[src/rtcva_pkg.sv]
// rtcva_pkg: constants and helpers shared by the rtc time validate and advance block
// calendar limits, month codes, constant-divisor helpers and small bcd packing
// no dependencies
package rtcva_pkg;

	localparam int unsigned SEC_W  = 8;
	localparam int unsigned YEAR_W = 16;
	localparam int unsigned BCD_W  = 8;

	// calendar limits
	localparam logic [7:0]  SEC_MAX    = 8'd59;
	localparam logic [7:0]  MIN_MAX    = 8'd59;
	localparam logic [7:0]  HOUR_MAX   = 8'd23;
	localparam logic [7:0]  SEC_WRAP   = 8'd60;
	localparam logic [7:0]  MIN_WRAP   = 8'd60;
	localparam logic [7:0]  HOUR_WRAP  = 8'd24;
	localparam logic [15:0] YEAR_MIN   = 16'd1900;
	localparam logic [17:0] YEAR_BASE  = 18'd2000;

	// month codes
	localparam logic [7:0] MON_JAN = 8'd1;
	localparam logic [7:0] MON_FEB = 8'd2;
	localparam logic [7:0] MON_MAR = 8'd3;
	localparam logic [7:0] MON_APR = 8'd4;
	localparam logic [7:0] MON_JUN = 8'd6;
	localparam logic [7:0] MON_SEP = 8'd9;
	localparam logic [7:0] MON_NOV = 8'd11;
	localparam logic [7:0] MON_DEC = 8'd12;

	// day counts
	localparam logic [7:0] DAYS_LONG   = 8'd31;
	localparam logic [7:0] DAYS_SHORT  = 8'd30;
	localparam logic [7:0] DAYS_FEB_LP = 8'd29;
	localparam logic [7:0] DAYS_FEB    = 8'd28;

	// divisibility by 25 through the modular inverse of 25 mod 2^16
	localparam logic [15:0] INV25_16   = 16'd23593;
	localparam logic [15:0] DIV25_LIM  = 16'd2621;

	// reciprocal of ten for 16-bit operands, quotient is (n * RECIP10) >> RECIP10_SH
	localparam logic [16:0] RECIP10    = 17'd52429;
	localparam int unsigned RECIP10_SH = 19;

	// packs a value below 64 as tens*16 + ones
	function automatic logic [7:0] bcd_small(input logic [5:0] v);
		logic [3:0] tens;
		logic [5:0] rem;
		begin
			if (v >= 6'd60) begin
				tens = 4'd6;
			end else if (v >= 6'd50) begin
				tens = 4'd5;
			end else if (v >= 6'd40) begin
				tens = 4'd4;
			end else if (v >= 6'd30) begin
				tens = 4'd3;
			end else if (v >= 6'd20) begin
				tens = 4'd2;
			end else if (v >= 6'd10) begin
				tens = 4'd1;
			end else begin
				tens = 4'd0;
			end
			rem = v - 6'({tens, 3'b000} + {tens, 1'b0});
			return {tens, rem[3:0]};
		end
	endfunction

endpackage

[src/rtc_time_validate_advance_bcd.sv]
// rtc_time_validate_advance_bcd: validates a date and time, advances it by a positive
// seconds offset with one minute carry at most, packs bcd bytes; depends on rtcva_pkg
// throughput: one beat per cycle while out_stall is low, input register -> single logic pass -> result register
// the result register holds a stalled beat while an empty input register still takes a new one
// reset: arst_n clears both stage valid flags at once, payload registers are not reset
module rtc_time_validate_advance_bcd (
	input  logic                            clk,
	input  logic                            arst_n,
	// input channel
	input  logic                            in_valid,
	output logic                            in_stall,
	input  logic [7:0]                      sec_in,
	input  logic [7:0]                      min_in,
	input  logic [7:0]                      hour_in,
	input  logic [7:0]                      day_in,
	input  logic [7:0]                      month_in,
	input  logic [rtcva_pkg::YEAR_W-1:0]    year_in,
	input  logic signed [7:0]               offset_sec,
	// result channel
	output logic                            out_valid,
	input  logic                            out_stall,
	output logic                            time_ok,
	output logic [rtcva_pkg::BCD_W-1:0]     sec_bcd,
	output logic [rtcva_pkg::BCD_W-1:0]     min_bcd,
	output logic [rtcva_pkg::BCD_W-1:0]     hour_bcd,
	output logic [rtcva_pkg::BCD_W-1:0]     date_bcd,
	output logic [rtcva_pkg::BCD_W-1:0]     month_bcd,
	output logic [rtcva_pkg::BCD_W-1:0]     year_bcd
);

	// stage 1: captured input beat
	logic                         valid_s1;
	logic [7:0]                   sec_s1;
	logic [7:0]                   min_s1;
	logic [7:0]                   hour_s1;
	logic [7:0]                   day_s1;
	logic [7:0]                   month_s1;
	logic [rtcva_pkg::YEAR_W-1:0] year_s1;
	logic signed [7:0]            offset_s1;

	// stage 2: result beat
	logic       valid_s2;
	logic       ok_s2;
	logic [7:0] sec_s2;
	logic [7:0] min_s2;
	logic [7:0] hour_s2;
	logic [7:0] date_s2;
	logic [7:0] month_s2;
	logic [7:0] year_s2;

	// handshake: result stage moves when empty or taken, input stage refills behind it
	logic adv_s2;
	logic load_s1;

	assign adv_s2   = !valid_s2 || !out_stall;
	assign in_stall = valid_s1 && !adv_s2;
	assign load_s1  = in_valid && !in_stall;

	// ---------------------------------------------------------------
	// validation
	// ---------------------------------------------------------------
	logic       year_div4;
	logic [7:0] month_len;
	logic       field_ok;
	logic       date_ok;

	// validation leap test is the simple multiple-of-four rule
	assign year_div4 = (year_s1[1:0] == 2'b00);

	always_comb begin
		case (month_s1) inside
			rtcva_pkg::MON_APR, rtcva_pkg::MON_JUN,
			rtcva_pkg::MON_SEP, rtcva_pkg::MON_NOV: begin
				month_len = rtcva_pkg::DAYS_SHORT;
			end
			rtcva_pkg::MON_FEB: begin
				month_len = year_div4 ? rtcva_pkg::DAYS_FEB_LP : rtcva_pkg::DAYS_FEB;
			end
			default: begin
				month_len = rtcva_pkg::DAYS_LONG;
			end
		endcase
	end

	assign field_ok = (sec_s1 <= rtcva_pkg::SEC_MAX) && (min_s1 <= rtcva_pkg::MIN_MAX) &&
			(hour_s1 <= rtcva_pkg::HOUR_MAX) && (year_s1 >= rtcva_pkg::YEAR_MIN) &&
			(month_s1 >= rtcva_pkg::MON_JAN) && (month_s1 <= rtcva_pkg::MON_DEC) &&
			(day_s1 != 8'd0);
	// an out of range month falls to the long length, but field_ok already rejects it
	assign date_ok  = field_ok && (day_s1 <= month_len);

	// ---------------------------------------------------------------
	// full gregorian leap rule, used only at the end of february
	// divisibility by 25 via multiply by the inverse of 25 modulo 2^16
	// ---------------------------------------------------------------
	logic [31:0] inv_prod;
	logic        year_div25;
	logic        greg_leap;
	logic [7:0]  feb_wrap;

	assign inv_prod   = 32'(year_s1) * 32'(rtcva_pkg::INV25_16);
	assign year_div25 = (inv_prod[15:0] <= rtcva_pkg::DIV25_LIM);
	// divisible by 400 means divisible by 16 and by 25; by 100 means by 4 and by 25
	assign greg_leap  = ((year_s1[3:0] == 4'd0) && year_div25) || (year_div4 && !year_div25);
	// day number that rolls february over into march
	assign feb_wrap   = greg_leap ? rtcva_pkg::DAYS_SHORT : rtcva_pkg::DAYS_FEB_LP;

	// ---------------------------------------------------------------
	// advance: seconds modulo 60, then a ripple of at most one minute
	// ---------------------------------------------------------------
	logic        off_pos;
	logic [8:0]  sec_sum;
	logic [8:0]  sec_mod;
	logic        carry_sec;
	logic        carry_min;
	logic        carry_hour;
	logic [7:0]  sec_n;
	logic [7:0]  min_n;
	logic [7:0]  hour_n;
	logic [7:0]  day_n;
	logic [7:0]  month_n;
	logic [16:0] year_n;

	assign off_pos = !offset_s1[7] && (offset_s1 != 8'sd0);
	assign sec_sum = 9'(sec_s1) + 9'(offset_s1[6:0]);

	// sum stays below 180 + 60 for valid input, so three compare and subtract steps cover it
	always_comb begin
		if (sec_sum >= 9'd180) begin
			sec_mod = sec_sum - 9'd180;
		end else if (sec_sum >= 9'd120) begin
			sec_mod = sec_sum - 9'd120;
		end else if (sec_sum >= 9'(rtcva_pkg::SEC_WRAP)) begin
			sec_mod = sec_sum - 9'(rtcva_pkg::SEC_WRAP);
		end else begin
			sec_mod = sec_sum;
		end
	end

	always_comb begin
		sec_n      = sec_s1;
		min_n      = min_s1;
		hour_n     = hour_s1;
		day_n      = day_s1;
		month_n    = month_s1;
		year_n     = 17'(year_s1);
		carry_sec  = 1'b0;
		carry_min  = 1'b0;
		carry_hour = 1'b0;

		if (off_pos) begin
			sec_n     = sec_mod[7:0];
			carry_sec = (sec_sum >= 9'(rtcva_pkg::SEC_WRAP));
		end

		if (carry_sec) begin
			min_n = min_s1 + 8'd1;
			if (min_n == rtcva_pkg::MIN_WRAP) begin
				min_n     = 8'd0;
				carry_min = 1'b1;
			end
		end

		if (carry_min) begin
			hour_n = hour_s1 + 8'd1;
			if (hour_n == rtcva_pkg::HOUR_WRAP) begin
				hour_n     = 8'd0;
				carry_hour = 1'b1;
			end
		end

		if (carry_hour) begin
			day_n = day_s1 + 8'd1;
			case (month_s1) inside
				rtcva_pkg::MON_APR, rtcva_pkg::MON_JUN,
				rtcva_pkg::MON_SEP, rtcva_pkg::MON_NOV: begin
					if (day_n == rtcva_pkg::DAYS_LONG) begin
						day_n   = 8'd1;
						month_n = month_s1 + 8'd1;
					end
				end
				rtcva_pkg::MON_FEB: begin
					// february 29 of a non-gregorian leap year moves on to the 30th
					if (day_n == feb_wrap) begin
						day_n   = 8'd1;
						month_n = rtcva_pkg::MON_MAR;
					end
				end
				default: begin
					if (day_n == rtcva_pkg::DAYS_LONG + 8'd1) begin
						day_n = 8'd1;
						if (month_s1 == rtcva_pkg::MON_DEC) begin
							month_n = rtcva_pkg::MON_JAN;
							// no wrap at the top of the year range
							year_n  = 17'(year_s1) + 17'd1;
						end else begin
							month_n = month_s1 + 8'd1;
						end
					end
				end
			endcase
		end
	end

	// ---------------------------------------------------------------
	// year byte: truncating split of (year - 2000) into tens and ones
	// ---------------------------------------------------------------
	logic [17:0] year_off;
	logic        year_neg;
	logic [15:0] year_mag;
	logic [32:0] q_prod;
	logic [15:0] year_q;
	logic [15:0] year_r;
	logic [7:0]  year_pack;

	assign year_off = 18'(year_n) - rtcva_pkg::YEAR_BASE;
	assign year_neg = year_off[17];
	// magnitude never exceeds 63536, so 16 bits hold it
	assign year_mag = year_neg ? 16'(18'd0 - year_off) : year_off[15:0];
	assign q_prod   = 33'(year_mag) * 33'(rtcva_pkg::RECIP10);
	assign year_q   = 16'(q_prod >> rtcva_pkg::RECIP10_SH);
	assign year_r   = year_mag - 16'({year_q, 3'b000} + {year_q, 1'b0});
	// only the low nibble of the quotient survives the 8-bit truncation
	assign year_pack = year_neg ? 8'(8'd0 - {year_q[3:0], year_r[3:0]})
			: {year_q[3:0], year_r[3:0]};

	// ---------------------------------------------------------------
	// registers
	// ---------------------------------------------------------------
	always_ff @(posedge clk or negedge arst_n) begin
		if (!arst_n) begin
			valid_s1 <= 1'b0;
			valid_s2 <= 1'b0;
		end else begin
			if (!valid_s1 || adv_s2) begin
				valid_s1 <= in_valid;
			end
			if (adv_s2) begin
				valid_s2 <= valid_s1;
			end
		end
	end

	always_ff @(posedge clk) begin
		if (load_s1) begin
			sec_s1    <= sec_in;
			min_s1    <= min_in;
			hour_s1   <= hour_in;
			day_s1    <= day_in;
			month_s1  <= month_in;
			year_s1   <= year_in;
			offset_s1 <= offset_sec;
		end
	end

	// invalid input clears every byte of the result
	always_ff @(posedge clk) begin
		if (adv_s2 && valid_s1) begin
			ok_s2    <= date_ok;
			sec_s2   <= date_ok ? rtcva_pkg::bcd_small(sec_n[5:0]) : 8'd0;
			min_s2   <= date_ok ? rtcva_pkg::bcd_small(min_n[5:0]) : 8'd0;
			hour_s2  <= date_ok ? rtcva_pkg::bcd_small(hour_n[5:0]) : 8'd0;
			date_s2  <= date_ok ? rtcva_pkg::bcd_small(day_n[5:0]) : 8'd0;
			month_s2 <= date_ok ? rtcva_pkg::bcd_small(month_n[5:0]) : 8'd0;
			year_s2  <= date_ok ? year_pack : 8'd0;
		end
	end

	assign out_valid = valid_s2;
	assign time_ok   = ok_s2;
	assign sec_bcd   = sec_s2;
	assign min_bcd   = min_s2;
	assign hour_bcd  = hour_s2;
	assign date_bcd  = date_s2;
	assign month_bcd = month_s2;
	assign year_bcd  = year_s2;

endmodule
[config.mk]
export PLATFORM = sky130hd
export DESIGN_NAME = rtc_time_validate_advance_bcd
export DESIGN_NICKNAME = d
export VERILOG_FILES = /design/src/rtcva_pkg.sv /design/src/rtc_time_validate_advance_bcd.sv
export SDC_FILE = /design/constraint.sdc
export NUM_CORES = 1
export LEC_CHECK = 0
export BUFFER_PORTS_ARGS = -buffer_cell sky130_fd_sc_hd__buf_2
export CAP_MARGIN = 20
export CORE_MARGIN = 2
export CORE_UTILIZATION = 50
export CTS_CLUSTER_DIAMETER = 150
export DETAILED_ROUTE_END_ITERATION = 8
export PLACE_DENSITY = 0.69
export SYNTH_ARGS = -nofsm -noshare
export SYNTH_HDL_FRONTEND = slang
export SYNTH_SLANG_ARGS = --single-unit
[constraint.sdc]
create_clock -name clk -period 10.7 [get_ports clk]
set_input_delay 2.14 -clock clk [delete_from_list [all_inputs] [get_ports clk]]
set_output_delay 2.14 -clock clk [all_outputs]
set_load 0.01 [all_outputs]
==> impl_metrics.json, run 1 <==
{
  "vias": 10275,
  "finalNetCount": 1872,
  "critPathMaxFanout": 5,
  "ir_drop_v": 0.000583,
  "fmax_mhz": 97.7,
  "finalSetupViolCount": 0,
  "cts_max_path_buffers": 2,
  "grtUsageTotal_pct": 23.6,
  "grt_first_pass_wirelength_mm": 50.2,
  "async_reset_ff_share_pct": 1.82,
  "synth.distinct_cells": 86,
  "cp_data_required_time_ns": 10.83,
  "routed_wl_mm": 31.9,
  "diodes": 0,
  "cts_num_sinks": 110,
  "cts_hold_buf": 0,
  "p_sw_w": 0.00264,
  "finalPower_w": 0.00538,
  "ant_nets": 0,
  "power_frac_comb_pct": 83.5,
  "worstReg2RegStart": "offset_s1[0]",
  "leakage_nw": 7.02,
  "dr_wl_met3_mm": 1.48,
  "drv_slew": 0,
  "clock_latency_ns": 0.38,
  "synth_area_um2": 13100,
  "syn_inst": 1356,
  "dieArea_um2": 27400,
  "route.detailed.drc": 0,
  "sw_frac_of_total_pct": 49.0,
  "ys_top_cells_by_area": "edfxtp_1 (25%), ha_1 (19%), fa_1 (13%)",
  "crit_start": "offset_s1[0]",
  "cp.arrival_ns": 10.36,
  "min_path_type": "flip-flop to flip-flop",
  "maxCapViolations": 0,
  "highest_layer": "met4",
  "synthToLayoutAreaGrowth_pct": 15.5,
  "reg2reg_depth": 45,
  "die_y_um": 166,
  "die_x_um": 166,
  "reg2reg_setup_slack_ns": 0.47,
  "clkPwrFrac_pct": 6.6,
  "coreArea_um2": 25800,
  "antenna_found_initial": 0,
  "hold_viol_final": 0,
  "holdWs_ns": 0.499,
  "synth_edf_count": 108,
  "clock-root-buffer": "clkbuf_16",
  "dr.pass1.iters": 5,
  "cts_made_buffers": 9,
  "io_buffer_count": 113,
  "hpwl_mm": 26.0,
  "crit_buf_inv": 7,
  "worst_setup_path_start_kind": "flip-flop",
  "clk_pin_slew_ns": 0.09,
  "powerDensity_nw_per_um2": 357,
  "period_minus_slack_ns": 10.23,
  "synthTopCellsByCount": "inv_1 (245), ha_1 (196), edfxtp_1 (108)",
  "vias_per_cell": 5.52,
  "ys_warn_count": 0,
  "grt_pass1_vias": 10092,
  "crit_type": "flip-flop to flip-flop",
  "critical-path-top-delay-family": "adder cells",
  "drt-met1-wl_mm": 13.9,
  "rows": 59,
  "worst_slew_pin_slew_ns": 1.07,
  "gp_congestion": 0.956,
  "htreeDepth": 3,
  "p_int_w": 0.00275,
  "crit_cells": 45,
  "drive_gt1_share_pct": 18.1,
  "slowest_stage": "fa_1",
  "p_seq_share_pct": 9.9,
  "initial_utilization_pct": 50.5,
  "ys.flop_type": "edfxtp_1",
  "grt_remaining_overflow": 0,
  "yosysMostFrequentCell": "inv_1",
  "cts_tree": "yes",
  "drt_iter0_drc": 722,
  "crit_end": "year_bcd[7]",
  "avgSynthCellArea_um2": 9.63,
  "synth-seq-cells": 110,
  "skew_ns": 0.0258,
  "wl_met2_mm": 15.4,
  "r2r_end": "year_bcd[7]",
  "slowest_delay_ns": 0.57,
  "status": "finished, final reports clean",
  "yosysTopAreaCell": "edfxtp_1",
  "finalCritPeriodShare_pct": 95.7,
  "avgRoutedWirePerCell_um": 17.1,
  "synth_top_area_share_pct": 24.8,
  "crit_top_cell": "fa_1",
  "seq_area_frac_synth_pct": 25.2,
  "slew-limit-headroom_pct": 27.9,
  "ios": 119,
  "grt_max_degree": 65,
  "cp-end-kind": "flip-flop"
}
==> area by class of cell <==
cell class | count | area (um2)
Multi-Input combinational cell | 981 | 9100
Fill cell | 2252 | 10800
Clock buffer | 10 | 229
Sequential cell | 110 | 3290
Tap cell | 335 | 419
Timing Repair Buffer | 176 | 1050
Clock inverter | 6 | 76.3
Inverter | 245 | 920
==> registers in the layout, indices dropped and copies added, names as in the netlist, 7 cells and up <==
register / cells
month_s1: 8
min_bcd: 7
hour_s1: 8
offset_s1: 8
min_s1: 8
month_bcd: 7
year_bcd: 8
day_s1: 8
date_bcd: 7
sec_bcd: 7
year_s1: 16
sec_s1: 8
hour_bcd: 7
==> power groups by stage <==
stage | clock (W) | sequential, W | combinational (W)
after floorplan | 0 | 0.000538 | 0.00310
after global placement | 0 | 0.000541 | 0.00398
after detailed placement | 0 | 0.000542 | 0.00409
after CTS | 0.000361 | 0.000532 | 0.00414
after global routing | 0.000377 | 0.000537 | 0.00509
final | 0.000356 | 0.000533 | 0.00449
==> layer usage <==
metal | GRT usage [%] | vias up
li1 | - | 5011
met1 | 30.8 | 4910
met2 | 39.8 | 291
met3 | 3.47 | 63
met4 | 8.70 | 0
met5 | 0 | -
==> logic make-up (layout without fill, tap and decap cells) <==
group	after synthesis	after routing	share of synthesized area, %
multiplexers	19	19	1.50
AO/OA/AOI/OAI	225	225	12.4
flip-flops	110	110	25.2
buffers and inverters	272	437	7.97
other	1	8	0.0287
adder cells (fa/ha/maj)	285	285	32.1
AND/OR/NAND/NOR	345	345	13.5
XOR/XNOR	99	99	7.30
==> how the worst min path moves through the flow <==
stage               startpoint        end  depth (start not counted)
finish                valid_s1  out_valid                          1
global route          valid_s1  out_valid                          1
CTS                   valid_s1  out_valid                          1
detailed placement    valid_s1  out_valid                          1
global placement      valid_s1  out_valid                          1
floorplan             valid_s1  out_valid                          1
==> layout by cell type, fill, tap and decap left out, types with 29 or more instances in the layout <==
cell type,synthesis,final
inv_1,245,244
nand2_1,63,61
buf_2,1,113
o21ai_0,39,37
nor2_1,98,94
a21oi_1,46,44
xor2_1,34,29
fa_1,85,84
nand3_1,37,35
xnor2_1,59,53
buf_4,5,61
ha_1,196,185
edfxtp_1,108,108
==> worst reg2reg max path, delay by kind of cell, from the launching register on <==
kind	cells	cell delay, ns
compound gates	11	2.35
buf+inv	7	0.64
flops	1	0.44
xor+xnor	3	0.55
simple gates	13	1.61
fa+ha+maj	11	4.44
==> stage by stage <==
step           util, %  instance area [um2]  setup TNS [ns]  instances  worst slack, ns
6_report          58.4                15100               0       1863            0.465
5_1_grt           58.4                15100          -0.196       1863          -0.0869
4_1_cts           56.7                14700               0       1848           0.0211
3_5_place_dp      55.4                14300          -0.269       1832           -0.132
3_3_place_gp      55.4                14300               0       1832           0.0925
2_1_floorplan        -                13100               0       1363           0.0739
==> repair_timing <==
| action | CTS | global route |
|---|---|---|
| gates resized for setup | 4 | 61 |
| gates cloned | 0 | 0 |
| setup endpoints to repair | 4 | 7 |
| pin swaps | 1 | 28 |
| buffers inserted | 0 | 15 |
(Power assumes the default switching activity.)
==> run 2: changes to the inputs <==
--- a/config.mk
+++ b/config.mk
@@ -12,6 +12,7 @@
 export CTS_CLUSTER_DIAMETER = 150
 export DETAILED_ROUTE_END_ITERATION = 8
 export PLACE_DENSITY = 0.69
+export REMOVE_ABC_BUFFERS = 1
 export SYNTH_ARGS = -nofsm -noshare
 export SYNTH_HDL_FRONTEND = slang
 export SYNTH_SLANG_ARGS = --single-unit
==> run 2 against run 1 <==
Net effect: sequential power hardly changed; wire length is 0.71% higher; critical endpoint is now year_bcd[6]; non-clock buffer count is 4 higher; worst hold slack worse by 0.015 ns; clock power is 7.0% lower; critical path type unchanged; combinational power hardly changed; cell count is 0.32% higher; largest cell class unchanged; largest power group unchanged; setup slack worse by 0.051 ns; design area is 0.36% lower.
==> impl_metrics.json, run 2 (synthesis gave the netlist of run 1 again) <==
{
  "use_met3_pct": 3.47,
  "finalSetupViolCount": 0,
  "crit_buf_inv": 5,
  "drt_iter0_drc": 565,
  "gp_congestion": 0.993,
  "dieArea_um2": 27400,
  "die_x_um": 166,
  "maxCapViolations": 0,
  "holdPathStages": 1,
  "final_common_cell": "inv_1",
  "cp.arrival_ns": 10.40,
  "grt_pass1_vias": 10363,
  "cp-end-kind": "flip-flop",
  "initial_utilization_pct": 50.5,
  "synthToLayoutAreaGrowth_pct": 15.1,
  "htreeDepth": 3,
  "hold_path.startpoint": "valid_s1",
  "slowest_stage": "fa_1",
  "drv_slew": 0,
  "powerDensity_nw_per_um2": 357,
  "cts_hold_buf": 0,
  "grt_remaining_overflow": 0,
  "fmax_mhz": 97.2,
  "use_met1_pct": 28.9,
  "route.detailed.drc": 0,
  "top_register": "year_s1",
  "grt-busiest-layer": "met2",
  "die_y_um": 166,
  "r2r_end": "year_bcd[6]",
  "finalCritPeriodShare_pct": 96.1,
  "ios": 119,
  "finalNetCount": 1876,
  "cts_made_buffers": 9,
  "final_cell_mix": "inv_1 (243), ha_1 (187), buf_2 (113)",
  "slew-limit-headroom_pct": 35.7,
  "grt_first_pass_wirelength_mm": 50.9,
  "reg2reg_setup_slack_ns": 0.41,
  "min_path_type": "flip-flop to flip-flop",
  "status": "finished, final reports clean",
  "dr.pass1.iters": 5,
  "leakage_nw": 6.99,
  "routed_wl_mm": 32.1,
  "worst_slew_pin_slew_ns": 0.953,
  "hold_viol_final": 0,
  "clock-root-buffer": "clkbuf_16",
  "period_minus_slack_ns": 10.29,
  "ant_nets": 0,
  "clk_pin_slew_ns": 0.08,
  "crit_type": "flip-flop to flip-flop",
  "coreArea_um2": 25800,
  "finalPower_w": 0.00536,
  "fillCellCount": 2258,
  "antenna_found_initial": 3,
  "drive_gt1_share_pct": 17.6,
  "skew_ns": 0.0111,
  "rows": 59,
  "vias_per_cell": 5.54,
  "grt_max_degree": 65,
  "crit_start": "sec_s1[0]",
  "grtUsageMet2_pct": 43.7,
  "cts_max_path_buffers": 2,
  "hold-path-endpoint": "out_valid",
  "slowest_delay_ns": 0.54,
  "cts_num_sinks": 110,
  "finalSetupTns_ns": 0,
  "reg2reg_depth": 44,
  "fin_util_pct": 58.2,
  "worst_setup_path_start_kind": "flip-flop",
  "largest_reg_flops": 16,
  "hpwl_mm": 26.2,
  "critPathMaxFanout": 4,
  "clock_latency_ns": 0.37,
  "vias": 10349,
  "avgRoutedWirePerCell_um": 17.2,
  "worstReg2RegStart": "sec_s1[0]",
  "grtUsageTotal_pct": 23.8,
  "cts_tree": "yes",
  "cp_data_required_time_ns": 10.81,
  "io_buffer_count": 113,
  "critical-path-top-delay-family": "adder cells",
  "ir_drop_v": 0.000562,
  "crit_top_cell": "fa_1"
}
==> run 2: cell type report <==
type / instances / area, um2 / area share (%)
antenna: 2 / 5.00 / 0.0333
clock buffer: 10 / 229 / 1.52
clock inverter: 6 / 58.8 / 0.391
inverter: 245 / 920 / 6.12
multi-input combinational: 981 / 9030 / 60.1
sequential: 110 / 3290 / 21.9
tap: 335 / 419 / 2.79
timing repair buffer: 180 / 1080 / 7.16
==> run 2: worst max-delay path by stage <==
stage,to,slack [ns],cells past startpoint
after floorplan,year_bcd[7],0.02,39
after global placement,year_bcd[4],0.09,47
after detailed placement,year_bcd[4],-0.05,43
after CTS,year_bcd[7],0.0005,44
after global routing,year_bcd[6],-0.09,45
final,year_bcd[6],0.41,44
==> run 2: what timing repair did <==
item	4_1_cts	5_1_grt
endpoints found under the setup margin	3	7
cloned	0	0
resized for setup	2	49
pin swaps	1	34
buffers inserted	0	14
==> run 2: per-layer routing <==
metal | vias up | share of wire, %
met5 | - | 0.053
li1 | 5032 | -
met3 | 60 | 4.8
met4 | 2 | 2.8
met2 | 290 | 51
met1 | 4965 | 41
==> run 2: report_power, final <==
part | leakage [nW] | switching, W | internal, W
Sequential | 1.08 | 0.0000259 | 0.000505
Clock | 0.130 | 0.000169 | 0.000163
Combinational | 5.78 | 0.00242 | 0.00209
==> run 2: worst register-to-register path, delay by kind of cell (launching register included) <==
family                   cells  cell delay, ns
adder cells (fa/ha/maj)     11            4.27
XOR/XNOR                     5            1.20
AO/OA/AOI/OAI                7            1.57
AND/OR/NAND/NOR             15            1.84
buffers and inverters        5            0.38
flip-flops                   1            0.42
multiplexers                 1            0.37
==> run 2: metrics by stage <==
step | cells | setup slack [ns] | instance area, um2 | hold slack (ns)
6_report | 1869 | 0.415 | 15000 | 0.484
5_1_grt | 1869 | -0.0909 | 15000 | 0.513
4_1_cts | 1852 | 0.000470 | 14700 | 0.493
3_5_place_dp | 1836 | -0.0465 | 14400 | 0.474
3_3_place_gp | 1836 | 0.0855 | 14400 | 0.456
2_1_floorplan | 1336 | 0.0184 | 13000 | 0.443
